`src/rtl/core/rv32x_pkg.sv`:
```
`timescale 1ns / 1ps
// ============================================================================
// rv32x_pkg
// Shared constants, opcode codes and stage types for the RV32I execute block.
// ============================================================================
package rv32x_pkg;

    localparam int unsigned XLEN           = 32;
    localparam int unsigned REG_COUNT      = 32;
    localparam int unsigned DATA_MEM_BYTES = 65536;           // power of two, 16 .. 1M
    localparam int unsigned DMEM_AW        = $clog2(DATA_MEM_BYTES);
    localparam int unsigned DMEM_ROW_W     = DMEM_AW - 2;     // four byte lanes
    localparam int unsigned DMEM_ROWS      = DATA_MEM_BYTES / 4;

    typedef logic [XLEN-1:0]       t_word;
    typedef logic [4:0]            t_reg_idx;
    typedef logic [DMEM_AW-1:0]    t_dmem_addr;
    typedef logic [DMEM_ROW_W-1:0] t_dmem_row;

    // major opcodes
    localparam logic [6:0] OP_REG    = 7'h33;
    localparam logic [6:0] OP_IMM    = 7'h13;
    localparam logic [6:0] OP_LOAD   = 7'h03;
    localparam logic [6:0] OP_STORE  = 7'h23;
    localparam logic [6:0] OP_BRANCH = 7'h63;
    localparam logic [6:0] OP_LUI    = 7'h37;
    localparam logic [6:0] OP_JAL    = 7'h6F;
    localparam logic [6:0] OP_SYSTEM = 7'h73;

    localparam logic [6:0] F7_BASE = 7'h00;
    localparam logic [6:0] F7_ALT  = 7'h20;

    localparam t_word ECALL_WORD = 32'h0000_0073;

    // ALU funct3
    localparam logic [2:0] F3_ADD  = 3'd0;
    localparam logic [2:0] F3_SLL  = 3'd1;
    localparam logic [2:0] F3_SLT  = 3'd2;
    localparam logic [2:0] F3_SLTU = 3'd3;
    localparam logic [2:0] F3_XOR  = 3'd4;
    localparam logic [2:0] F3_SR   = 3'd5;
    localparam logic [2:0] F3_OR   = 3'd6;
    localparam logic [2:0] F3_AND  = 3'd7;

    // load / store funct3
    localparam logic [2:0] F3_LB  = 3'd0;
    localparam logic [2:0] F3_LH  = 3'd1;
    localparam logic [2:0] F3_LW  = 3'd2;
    localparam logic [2:0] F3_LBU = 3'd4;
    localparam logic [2:0] F3_LHU = 3'd5;
    localparam logic [2:0] F3_SB  = 3'd0;
    localparam logic [2:0] F3_SH  = 3'd1;
    localparam logic [2:0] F3_SW  = 3'd2;

    // branch funct3
    localparam logic [2:0] F3_BEQ  = 3'd0;
    localparam logic [2:0] F3_BNE  = 3'd1;
    localparam logic [2:0] F3_BLT  = 3'd4;
    localparam logic [2:0] F3_BGE  = 3'd5;
    localparam logic [2:0] F3_BLTU = 3'd6;
    localparam logic [2:0] F3_BGEU = 3'd7;

    localparam t_reg_idx REG_ZERO = 5'd0;
    localparam t_reg_idx REG_A0   = 5'd10;
    localparam t_reg_idx REG_A7   = 5'd17;

    // execute stage result, carried into the memory stage
    typedef struct packed {
        t_word      next_pc;
        logic       wr;          // nonzero rd written
        t_reg_idx   rd;
        t_word      val;         // ALU / LUI / JAL value, zero for loads
        logic       is_load;
        logic [2:0] ld_f3;
        t_dmem_addr mem_addr;
        logic       is_store;
        logic [2:0] st_f3;
        t_word      st_data;
        logic       illegal;
        logic       ecall;
        t_word      ecall_num;
        t_word      ecall_arg;
    } t_exec_res;

    // register file write port
    typedef struct packed {
        logic     en;
        t_reg_idx addr;
        t_word    data;
    } t_rf_wr;

endpackage

```
`src/rtl/core/rv32x_regfile.sv`:
```
`timescale 1ns / 1ps
// ============================================================================
// rv32x_regfile
// 32 x 32 register file: two registered read ports, one write port, valid
// bits for reset-to-zero, and live copies of a0 and a7.
// ============================================================================
module rv32x_regfile (
    input  logic                i_clk,
    input  logic                i_rst_n,
    input  rv32x_pkg::t_reg_idx i_rd_addr1,
    input  rv32x_pkg::t_reg_idx i_rd_addr2,
    output rv32x_pkg::t_word    o_rd_data1,
    output rv32x_pkg::t_word    o_rd_data2,
    input  rv32x_pkg::t_rf_wr   i_wr,
    output rv32x_pkg::t_word    o_a0,
    output rv32x_pkg::t_word    o_a7
);

    rv32x_pkg::t_word                    rf_mem [rv32x_pkg::REG_COUNT];
    logic [rv32x_pkg::REG_COUNT-1:0]     r_valid;
    rv32x_pkg::t_word                    r_q1, r_q2;
    logic                                r_v1, r_v2;
    rv32x_pkg::t_word                    r_a0, r_a7;

    // storage and registered reads (read-before-write on a shared edge)
    always_ff @(posedge i_clk) begin
        if (i_wr.en) begin
            rf_mem[i_wr.addr] <= i_wr.data;
        end
        r_q1 <= rf_mem[i_rd_addr1];
        r_q2 <= rf_mem[i_rd_addr2];
        r_v1 <= r_valid[i_rd_addr1];
        r_v2 <= r_valid[i_rd_addr2];
    end

    // x0 is never marked valid, so it always reads zero
    always_ff @(posedge i_clk) begin
        if (!i_rst_n) begin
            r_valid <= '0;
            r_a0    <= '0;
            r_a7    <= '0;
        end else if (i_wr.en && i_wr.addr != rv32x_pkg::REG_ZERO) begin
            r_valid[i_wr.addr] <= 1'b1;
            if (i_wr.addr == rv32x_pkg::REG_A0) begin
                r_a0 <= i_wr.data;
            end
            if (i_wr.addr == rv32x_pkg::REG_A7) begin
                r_a7 <= i_wr.data;
            end
        end
    end

    assign o_rd_data1 = r_v1 ? r_q1 : '0;
    assign o_rd_data2 = r_v2 ? r_q2 : '0;
    assign o_a0       = r_a0;
    assign o_a7       = r_a7;

endmodule

```
`config.mk`:
```
export PLATFORM = sky130hd
export DESIGN_NAME = rv32x_regfile
export DESIGN_NICKNAME = d
export VERILOG_FILES = /design/src/rtl/core/rv32x_pkg.sv /design/src/rtl/core/rv32x_regfile.sv
export SDC_FILE = /design/constraint.sdc
export NUM_CORES = 1
export LEC_CHECK = 0
export BUFFER_PORTS_ARGS = -buffer_cell sky130_fd_sc_hd__buf_2
export CAP_MARGIN = 0
export CORE_AREA = 3 3 409 411
export DETAILED_ROUTE_END_ITERATION = 7
export DIE_AREA = 0 0 412 414
export PLACE_DENSITY = 0.5
export SETUP_SLACK_MARGIN = 0.2
export SYNTH_ARGS = -nofsm -noshare
export SYNTH_HDL_FRONTEND = slang
export SYNTH_SLANG_ARGS = --single-unit
```
`constraint.sdc`:
```
create_clock -name i_clk -period 2.98 [get_ports i_clk]
set_input_delay 0.149 -clock i_clk [delete_from_list [all_inputs] [get_ports i_clk]]
set_output_delay 0.149 -clock i_clk [all_outputs]
set_load 0.1 [all_outputs]
```
==> run summary <==
status = complete, no violations
Tightest Pin Transition = 0.9026 ns
DRC violations left = 0
first-pass GRT wire length = 267900 µm
synthesized instance count = 3946
area share of the leading cell type in the synthesized netlist = 56.93%
Clock Latency Late Sink = 0.77 ns
1st-iter DRT viols = 2779
DR vias/cell = 5.503
maximum capacitance violations = 0
most common cell after layout, fill and taps aside = mux2i_1
TritonCTS clock tree = built
register bit total from synthesis = 1186
Site Rows = 149
Final Hold Fails = 0
critical path's top delay family = flip-flops
Critical Path Fanout Max = 11
slew margin rel. = 39.83%
initial antenna violation count = 23
Initial Util = 32.85%
post-route setup slack = 0.4447 ns
dpl cells = 6207
syn_nets = 3996
Final setup viols = 0
Port-buffer cells = 177
setup bufs post-CTS = 0
Die H = 414 µm
Avg Inst Size Synth = 13.69 µm²
pwr dens = 616.8 mW/mm²
Die Width = 412 µm
area grow syn2layout = 17.66%
Fin Setup TNS = 0 ns
Seq pwr share = 47.4%
Buf+Inv Stages, Crit Path = 1
HPWL after DPL = 112800 µm
period utilisation layout = 85.08%
CTS Buf Count = 140
CP startpoint kind = register
WP data required = 2.83 ns
routed len/inst = 29.20 µm
Net Switching = 9.902 mW
crit path max-delay cell type = dfxtp_2
Fin Clk Skew = 0.02097 ns
Total GRT Usage = 21.80%
H-tree depth = 4
crit path kind = reg2out
largest net degree at the start of global routing = 67
Die ar. = 0.1706 mm²
Fillers = 15.56k
cell-internal power = 29.30 mW
Max Freq = 394.4 MHz
CP endpoint kind = primary output
reg2reg setup slack = 1.43 ns
Core Region = 0.1644 mm²
via count = 35.82k
Cell variety after synth = 30
Root Buffer = clkbuf_16
RSZ-0062 raised after global routing = no
drt first pass iters = 5
Design Power = 39.20 mW
Synth area leader = edfxtp_1
remaining antenna violation count = 0
Multi-input gate area = 0.01890 mm²
Setup WS pre-CTS = 0.5959 ns
most frequent cells in the layout = 1056 x mux2i_1, 1024 x edfxtp_1, 327 x nand2_1
static leakage = 23.82 nW
Routed WL = 190100 µm
Placer Congestion = 0.7779
combinational share of power = 9.9%
Layout Cells excl Fill = 6508
Net Sw Frac = 25.26%
HP Class = in2reg
Clk pwr share = 42.7%
GR Overflow Total = 0
sequence of cells on the critical path = and2_1 > buf_2
FF+latch area = 0.03400 mm²
Yosys Warn Count = 0
Slowest Stage Delay on Critical Path = 0.64 ns
ranking of synthesized cells by area = edfxtp_1 57%, mux2i_1 20%, dfxtp_1 6.0%
layout cells sized above 1 = 14.76%
vias in the first global route = 36.35k
NumNets Final = 4246
clock buffer depth = 3
Seq/Total Area, Yosys = 62.93%
Ports = 178
Clock transition at path regs = 0.06 ns
critical path data arrival time = 2.39 ns
Worst VDD drop = 0.0004115 V
Final Max Slew Viols = 0
CTS sink cnt = 1186
Mapped Area = 0.05402 mm²
post-layout min period = 2.535 ns
## sequential cells by signal, indices dropped and copies added (netlist names)
register / count
rf_mem: 1024
o_a0: 32
o_a7: 32
r_q1: 32
r_q2: 32
r_valid: 32
r_v1: 1
r_v2: 1
## power groups by stage
| stage | Sequential, mW | Clock [mW] | Combinational, mW |
|---|---|---|---|
| after detailed placement | 18.9 | 0 | 3.86 |
| after CTS | 18.6 | 17.1 | 3.90 |
| after floorplan | 18.8 | 0 | 2.38 |
| after global routing | 18.6 | 17.8 | 4.09 |
| after global placement | 18.9 | 0 | 3.85 |
| final | 18.6 | 16.7 | 3.89 |
## repair_timing
action                     CTS  global route
hold endpoints to repair   918             0
hold buffers                36             0
setup endpoints to repair    2             0
gates resized for setup      1             0
## logic make-up (layout without fill, tap and decap cells)
family,count (synthesis),after routing,synth area share [%]
multiplexers,1056,1056,19.57
AO/OA/AOI/OAI,689,689,8.853
other,0,10,0
buffers and inverters,299,662,2.622
flip-flops,1186,1186,62.93
AND/OR/NAND/NOR,716,716,6.025
## synthesized netlist by cell type
library cell / instances
edfxtp_1: 1024
mux2i_1: 1056
o21a_1: 31
nand2b_1: 4
or2_1: 2
nand2_1: 329
a21boi_2: 6
a22o_1: 132
a21boi_1: 50
nor3_1: 66
a31oi_1: 66
buf_1: 26
nand3_1: 200
a22oi_1: 198
dfxtp_1: 162
or3_1: 1
nor2b_1: 4
clkbuf_1: 126
nor2_1: 33
buf_4: 21
buf_2: 116
nand3b_1: 5
a21boi_0: 8
or3b_1: 2
or2_2: 2
or3b_2: 1
clkinv_4: 2
a21oi_1: 198
buf_6: 8
and2_1: 67
## stage by stage
stage	hold slack, ns	area (µm²)	utilization, %
floorplan	0.2479	54020	-
global placement	0.4380	58700	35.70
detailed placement	0.4415	58700	35.70
CTS	0.003471	63530	38.64
global route	0.07994	63530	38.64
finish	0.08667	63560	38.65
## final cells by class
type,count,area share [%]
Clock buffer,190,6.260
Multi-Input combinational cell,2461,29.73
Sequential cell,1186,53.49
Inverter,2,0.02756
Tap cell,2189,4.309
Antenna cell,10,0.03937
Clock inverter,65,0.7757
Timing Repair Buffer,405,5.363
## worst register-to-register path, cell delays in order, from the launching register on
cell      delay (ns)
edfxtp_1        0.38
mux2i_1         0.19
a22o_1          0.16
nor3_1          0.06
a31oi_1         0.22
nand3_1         0.31
## per-layer routing
| layer | global-route usage [%] | wire, µm | up-vias |
|---|---|---|---|
| li1 | - | - | 15760 |
| met5 | 0 | 55 | - |
| met1 | 30.83 | 85700 | 18580 |
| met4 | 6.654 | 5302 | 8 |
| met2 | 34.51 | 87710 | 1181 |
| met3 | 3.230 | 11290 | 287 |
## path summary, 6_finish.rpt
| path | from | to | depth (start not counted) |
|---|---|---|---|
| worst max-delay path | r_v2 | o_rd_data2[28] | 2 |
| worst min-delay path | i_rd_addr1[2] | r_v1 | 5 |
| worst min register to register | o_a7[10] | o_a7[10] | 2 |
| worst max register to register | rf_mem[2][11] | r_q2[11] | 5 |
Note: power is estimated with default switching activity, not from simulation.
